===== src/sv/tsi_pkg.sv =====
// Shared types, constants and lookup functions for the terrain shade index unit.
// Depends on nothing; every other file but tsi_ram imports it.
`default_nettype none
package tsi_pkg;

	// Map geometry: power-of-two sides so that wrapping is a bit-select
	localparam int MAP_W_BITS = 7;
	localparam int MAP_H_BITS = 7;
	localparam int MAP_W      = 1 << MAP_W_BITS;
	localparam int MAP_H      = 1 << MAP_H_BITS;
	localparam int ADDR_BITS  = MAP_W_BITS + MAP_H_BITS;
	localparam int MAP_DEPTH  = MAP_W * MAP_H;
	localparam int H_BITS     = 16;

	// Coordinate arithmetic, signed, wide enough for three cells past either edge
	localparam int C_BITS = 10;

	// Fade table
	localparam int FADE_ROWS = 256;
	localparam int FADE_SIZE = 65536;
	localparam int IDX_BITS  = 17;

	// Shading constants
	localparam int ROW_OFFSET   = 140;
	localparam int U_BASE       = 64;
	localparam int CLIFF_DARK   = 16;
	localparam int FILT_THRESH  = 10;
	localparam int SHADOW_MAX   = 16;
	localparam int SHADOW_SHIFT = 13;
	localparam int SHADOW_LIM   = SHADOW_MAX << SHADOW_SHIFT;

	// Sequencer sizes
	localparam int NUM_PTS   = 13;
	localparam int NUM_TAPS  = 9;
	localparam int SUM_BITS  = 20;
	localparam int WSUM_BITS = 5;
	localparam int DIV_STEPS = SUM_BITS;

	localparam int CFG_IDX_BITS = 3;
	localparam int CFG_DATA_BITS = 16;

	typedef enum logic [CFG_IDX_BITS-1:0] {
		CFG_CLIFF_LIMIT  = 3'd0,
		CFG_LIGHT_DIR_X  = 3'd1,
		CFG_LIGHT_DIR_Y  = 3'd2,
		CFG_SMOOTHING_ON = 3'd3,
		CFG_LIGHTING_ON  = 3'd4
	} cfg_idx_t;

	typedef enum logic {
		OP_WRITE = 1'b0,
		OP_SHADE = 1'b1
	} opcode_t;

	typedef struct packed {
		logic              opcode;
		logic [6:0]        col;
		logic [6:0]        row;
		logic [H_BITS-1:0] height_value;
	} in_item_t;

	typedef struct packed {
		logic [IDX_BITS-1:0] fade_index;
		logic                index_error;
	} out_item_t;

	typedef enum logic [3:0] {
		ST_IDLE,
		ST_RAW_RD,
		ST_RAW_WT,
		ST_PT_RD,
		ST_PT_DIV,
		ST_FILT,
		ST_MUL_X,
		ST_MUL_Y,
		ST_FINISH
	} state_t;

	typedef struct packed {
		logic                 start;
		logic [SUM_BITS-1:0]  dividend;
		logic [WSUM_BITS-1:0] divisor;
	} div_req_t;

	typedef struct packed {
		logic              done;
		logic [H_BITS-1:0] quotient;
	} div_rsp_t;

	// Diamond of radius two around the cell: centre, the four filter
	// points, then the outer ring
	function automatic logic signed [2:0] pt_dx(input logic [3:0] p);
		case (p)
			4'd1, 4'd9, 4'd11:  pt_dx = -3'sd1;
			4'd2, 4'd10, 4'd12: pt_dx = 3'sd1;
			4'd5:               pt_dx = -3'sd2;
			4'd6:               pt_dx = 3'sd2;
			default:            pt_dx = 3'sd0;
		endcase
	endfunction

	function automatic logic signed [2:0] pt_dy(input logic [3:0] p);
		case (p)
			4'd3, 4'd9, 4'd10:  pt_dy = -3'sd1;
			4'd4, 4'd11, 4'd12: pt_dy = 3'sd1;
			4'd7:               pt_dy = -3'sd2;
			4'd8:               pt_dy = 3'sd2;
			default:            pt_dy = 3'sd0;
		endcase
	endfunction

	// 3x3 kernel taps in raster order
	function automatic logic signed [2:0] tap_dx(input logic [3:0] k);
		case (k)
			4'd0, 4'd3, 4'd6: tap_dx = -3'sd1;
			4'd2, 4'd5, 4'd8: tap_dx = 3'sd1;
			default:          tap_dx = 3'sd0;
		endcase
	endfunction

	function automatic logic signed [2:0] tap_dy(input logic [3:0] k);
		case (k)
			4'd0, 4'd1, 4'd2: tap_dy = -3'sd1;
			4'd6, 4'd7, 4'd8: tap_dy = 3'sd1;
			default:          tap_dy = 3'sd0;
		endcase
	endfunction

	function automatic logic [2:0] tap_w(input logic [3:0] k);
		case (k)
			4'd0, 4'd2, 4'd6, 4'd8: tap_w = 3'd1;
			4'd1, 4'd3, 4'd5, 4'd7: tap_w = 3'd2;
			4'd4:                   tap_w = 3'd4;
			default:                tap_w = 3'd0;
		endcase
	endfunction

	// Four neighbours of filter point j (0 left, 1 right, 2 up, 3 down)
	function automatic logic [3:0] filt_nbr(input logic [1:0] j, input logic [1:0] n);
		case ({j, n})
			4'b00_00: filt_nbr = 4'd5;
			4'b00_01: filt_nbr = 4'd0;
			4'b00_10: filt_nbr = 4'd9;
			4'b00_11: filt_nbr = 4'd11;
			4'b01_00: filt_nbr = 4'd0;
			4'b01_01: filt_nbr = 4'd6;
			4'b01_10: filt_nbr = 4'd10;
			4'b01_11: filt_nbr = 4'd12;
			4'b10_00: filt_nbr = 4'd9;
			4'b10_01: filt_nbr = 4'd10;
			4'b10_10: filt_nbr = 4'd7;
			4'b10_11: filt_nbr = 4'd0;
			4'b11_00: filt_nbr = 4'd11;
			4'b11_01: filt_nbr = 4'd12;
			4'b11_10: filt_nbr = 4'd0;
			default:  filt_nbr = 4'd8;
		endcase
	endfunction

endpackage
`default_nettype wire


===== src/sv/tsi_div.sv =====
// Restoring divider, one quotient bit per cycle, for the smoothing weight sum.
// Depends on tsi_pkg.
`default_nettype none
module tsi_div (
	input  wire logic              clk,
	input  wire logic              arst_n,
	input  wire tsi_pkg::div_req_t req,
	output tsi_pkg::div_rsp_t      rsp
);
	import tsi_pkg::*;

	logic                 run_q;
	logic [4:0]           cnt_q;
	logic [SUM_BITS-1:0]  quo_q;
	logic [WSUM_BITS-1:0] rem_q;
	logic [WSUM_BITS-1:0] dvs_q;
	logic                 done_q;
	logic [WSUM_BITS:0]   rem_sh;
	logic                 fits;

	// Trial subtract of the shifted remainder
	always_comb begin
		rem_sh = {rem_q, quo_q[SUM_BITS-1]};
		fits   = rem_sh >= {1'b0, dvs_q};
	end

	always_ff @(posedge clk or negedge arst_n) begin
		if (!arst_n) begin
			run_q  <= 1'b0;
			cnt_q  <= '0;
			done_q <= 1'b0;
		end else begin
			done_q <= 1'b0;
			if (req.start) begin
				run_q <= 1'b1;
				cnt_q <= '0;
			end else if (run_q) begin
				cnt_q <= cnt_q + 5'd1;
				if (cnt_q == 5'(DIV_STEPS - 1)) begin
					run_q  <= 1'b0;
					done_q <= 1'b1;
				end
			end
		end
	end

	always_ff @(posedge clk) begin
		if (req.start) begin
			quo_q <= req.dividend;
			dvs_q <= req.divisor;
			rem_q <= '0;
		end else if (run_q) begin
			rem_q <= fits ? WSUM_BITS'(rem_sh - {1'b0, dvs_q}) : rem_sh[WSUM_BITS-1:0];
			quo_q <= {quo_q[SUM_BITS-2:0], fits};
		end
	end

	assign rsp.done     = done_q;
	assign rsp.quotient = quo_q[H_BITS-1:0];
endmodule
`default_nettype wire


===== config.mk =====
export PLATFORM = sky130hd
export DESIGN_NAME = tsi_div
export DESIGN_NICKNAME = d
export VERILOG_FILES = /design/src/sv/tsi_pkg.sv /design/src/sv/tsi_div.sv
export SDC_FILE = /design/constraint.sdc
export NUM_CORES = 1
export LEC_CHECK = 0
export ABC_CLOCK_PERIOD_IN_PS = 2800
export BUFFER_PORTS_ARGS = -buffer_cell sky130_fd_sc_hd__clkbuf_2
export CORE_ASPECT_RATIO = 1.4
export CORE_MARGIN = 2
export CORE_UTILIZATION = 53
export DETAILED_ROUTE_END_ITERATION = 8
export HOLD_SLACK_MARGIN = 0.12
export PLACE_DENSITY = 0.85
export SLEW_MARGIN = 20
export SYNTH_ARGS = -nofsm -noshare
export SYNTH_HDL_FRONTEND = slang
export SYNTH_SLANG_ARGS = --single-unit

===== constraint.sdc =====
create_clock -name clk -period 2.8 [get_ports clk]
set_input_delay 0.14 -clock clk [delete_from_list [all_inputs] [get_ports clk]]
set_output_delay 0.14 -clock clk [all_outputs]
set_load 0.01 [all_outputs]

* Word-level counts from Yosys, hierarchy flattened *
Cells that the tools add are included.

word-level totals
  register bits after elaboration = 37
  bits of input ports = 28
  output and inout port bits = 17
  logic and storage cells = 22

cells by class
  add/subtract/negate cells = 2
  magnitude comparators = 1
  equal/unequal tests = 1
  mux-type cells = 11
  reduce and logical (&&, ||, !) cells = 1

operator list
  operator             number
  $mux 20              2
  $mux 5               3
  $ge 6x5->1           1
  $mux 1               6
  $add 5x1->5 const B  1
  $eq 5x5->1 const B   1
  $sub 5x5->5          1
  $reduce_bool 2->1    1

* Logic depth before layout (Yosys ltp) *
  depth after elaboration = 4
  depth in mapped cells = 8
  depth with buffers taken out = 8

* Worst setup path after synthesis *
Ideal clock, no wire load.

  kind = reg2reg
  start point = register quo_q[19]
  end point = register rem_q[4]
  library setup time = 117 ps
  arrival time = 1,954 ps
  required time = 2,683 ps
  path slack = 729 ps
  cell stages (with the launch flop) = 9
  path buffers = 0
  clock period less this slack = 2,071 ps
  cells stage by stage = edfxtp_1 > inv_1 > ha_1 > inv_1 > fa_1 > a21o_1 > o211a_1 > or3_1 > a32o_1

between the ends
  word-level cells in the longest chain between the ends = 2
  elaborated cells on any way between the ends = 3
  classes of those cells = add/sub: 1; order compare: 1; mux: 1

ends and longest elaborated chain
  what                                       RTL line                      source
  from (decl)                                tsi_div.sv:14                 logic [SUM_BITS-1:0] quo_q;
  from (signal assigned)                     tsi_div.sv:49                 quo_q <= req.dividend;
  from (signal assigned)                     tsi_div.sv:54                 quo_q <= {quo_q[SUM_BITS-2:0], fits};
  $sub 5x5->5 or $ge 6x5->1 (tied branches)  tsi_div.sv:53, tsi_div.sv:24
  $mux 5 (*)                                 tsi_div.sv:53                 rem_q <= fits ? WSUM_BITS'(rem_sh - {1'b0, dvs_q}) : rem_sh[WSUM_BITS-1:0];
  to (signal assigned)                       tsi_div.sv:53
  to (decl)                                  tsi_div.sv:15                 logic [WSUM_BITS-1:0] rem_q;

Mark *: on every way between the ends. The rest lies on a longest branch, timed or not.
A chain may end at the register's enable or synchronous reset.

* Final worst setup path *
Ends and elaborated chain as after synthesis.

==> results.md <==
- outcome: finished, final reports clean
- FP Rows: 25
- Post-Route WL: 3090 um
- sequential share of the synthesized area: 54.8%
- number of iterations in the first detailed-routing pass: 4
- highest net fanout along the worst path: 4
- part of the power in combinational logic: 27.0%
- largest net degree at the start of global routing: 27
- met2 layer usage reported by global route: 30.3%
- Total GRT Usage: 17.9%
- post-synthesis instance total: 148
- detail-routed via count per cell: 5.27
- most instantiated library cell after synthesis: edfxtp_1
- CTS tree: done
- met1 global-route usage: 19.1%
- cells taking the most area after synthesis: edfxtp_1, mux2_2, dfrtp_1
- Max Root-Sink Buffers: 2
- kind of capture point of the worst setup path: register
- average cell area after synthesis: 12.6 um2
- total CTS buffers: 5
- final-report hold violation count: 0
- post-synth cell types: 38
- detailed-route DRC error count: 0
- Clk pwr share: 23.8%
- most common flop cell mapped by yosys: edfxtp_1
- most frequent cells after synthesis: edfxtp_1, mux2_2, buf_4
- residual overflow from global routing: 0
- worst voltage drop across the vdd grid: 0.433 mV
- placed cell area: 0.00200 mm2
- Sink Count: 37
- # setup viols final: 0
- EDFF count, synth: 25
- register bit total from synthesis: 37
- arrival time of the worst setup path: 2390 ps
- DR vias: 1181
- Initial Util: 55.4%
- Synthesis Warnings: 0
- post-CTS clock slew at the launch and capture registers of the worst setup and hold paths: 70 ps
- power per cell area: 686 mW/mm2
- worst setup path category: reg2reg
- number of antenna violations at the first check in global routing: 0
- Total Neg Setup Slack: 0 ps
- hpwl dp: 2370 um
- Final Net Count: 218
- Post-DRT Antenna Nets: 0
- reported leakage power: 0.957 nW
- post-route clock skew: 6.00 ps
- CTS root buffer: clkbuf_8
- number of maximum-capacitance constraint violations: 0
- switching part of the total power: 29.0%
- die height: 74.3 um
- share of the clock period used by the worst path: 79.2%
- routed length per placed instance: 13.8 um
- number of pins exceeding their max-slew limit in the final report: 0
- net switching power: 0.426 mW
- share of layout cells above drive strength 1: 39.7%
- number of global-route vias before repair: 1179
- measured slew at the worst slew-check pin: 740 ps
- synthesized netlist net count: 183
- Critical Path RT: 2980 ps
- Period minus WS final: 2220 ps
- overall die area: 0.00403 mm2
- chip width: 54.2 um
- Area Growth Syn to Fin: 14.2%
- power share of the sequential group: 49.2%
- Synth area leader: edfxtp_1
- Setup crit start kind: register
- number of port buffers: 44
- Hold Buf Count CTS: 6
- starting DRC count in detailed routing: 15
- maximum level of the CTS H-tree: 2
- Design Area, Final: 0.00214 mm2
- met3 track utilization from global routing: 6.83%
- Slew HR: 50.6%
- antenna diode count: 0
- core area: 0.00338 mm2
- Resized Gates After CTS: 0
- number of I/O pins: 45
- Internal: 1.04 mW
- async set or reset register ratio after synthesis: 18.9%
- clock latency on the worst-skew pair: 290 ps
- unrepaired setup endpoints after global routing: no
- netlist area before placement: 0.00187 mm2
- Highest Clock Rate: 451 MHz
- Setup Buffers After CTS: 0
- busiest layer in global routing: met2
- first-pass GRT wire length: 5040 um
- routability-driven placement congestion ratio: 0.781
- worst min-delay path class: in2reg
- area share of the leading cell type in the synthesized netlist: 40.1%
[layout make-up]
type                       count  area (um2)
inverter                       7        26.3
sequential                    37        1030
tap                           40        50.0
timing repair buffer          51         288
fill                         266        1240
clock inverter                 1        3.75
clock buffer                   7        76.3
multi-input combinational     81         667
[cell usage in the layout (no fill, tap or decap), types with 5 or more instances in the layout]
cell type,instances
clkbuf_2,44
edfxtp_1,25
mux2_2,20
nor2_1,10
nand2_1,8
inv_1,7
dfrtp_1,7
ha_1,6
dlygate4sd3_1,6
xor2_1,5
clkbuf_8,5
dfxtp_1,5
[power groups by stage]
stage / clock [mW] / combinational (mW) / sequential, mW
global placement: 0 / 0.376 / 0.728
finish: 0.349 / 0.395 / 0.722
floorplan: 0 / 0.325 / 0.717
CTS: 0.354 / 0.398 / 0.722
detailed placement: 0 / 0.390 / 0.733
global route: 0.380 / 0.444 / 0.733
[per-layer routing]
metal,routed length [um],vias up,part of all wire (%)
met5,0,-,0
met4,74,0,2.4
met3,206,9,6.7
met2,1550,44,50
met1,1260,547,41
li1,-,581,-
[worst paths after layout]
check / from / to / slack [ps] / depth (start not counted)
hold / removal: req[8] / quo_q[3] / 140 / 2
setup / recovery: quo_q[19] / rem_q[4] / 580 / 8
max in group asynchronous: arst_n / done_q / 2430 / 2
min in group asynchronous: arst_n / cnt_q[1] / 210 / 2
hold reg to reg: rem_q[1] / rem_q[1] / 510 / 2
setup reg to reg: quo_q[19] / rem_q[4] / 580 / 8
[kinds of logic after synthesis]
group | Yosys count | share of synthesized area (%)
flip-flops | 37 | 54.8
XOR/XNOR | 6 | 2.81
AND/OR/NAND/NOR | 32 | 8.76
multiplexers | 22 | 13.1
buffers and inverters | 30 | 9.56
adder cells (fa/ha/maj) | 7 | 5.08
AO/OA/AOI/OAI | 14 | 5.88
[flip-flops by register name, indices dropped and copies added (netlist names)]
register,flops
run_q,1
rem_q,5
quo_q,20
done_q,1
dvs_q,5
cnt_q,5
[worst max-delay path: stages (launching register included)]
cell and delay, ps:
edfxtp_1 360, inv_1 90, ha_1 160, inv_1 50, fa_1 390, a21o_1 190, o211a_1 240, or3_1 360
a32o_1 260
[through the flow]
step                util, %  instances  worst slack, ps  hold WS, ps  power (mW)
floorplan                 -        148              729         -156        1.04
global placement       59.1        210              672        -23.9        1.10
detailed placement     59.1        210              593        -14.4        1.12
CTS                    63.3        224              577          144        1.47
global route           63.3        224              423          142        1.56
finish                 63.3        224              581          144        1.47
Note: power is estimated with default switching activity, not from simulation.
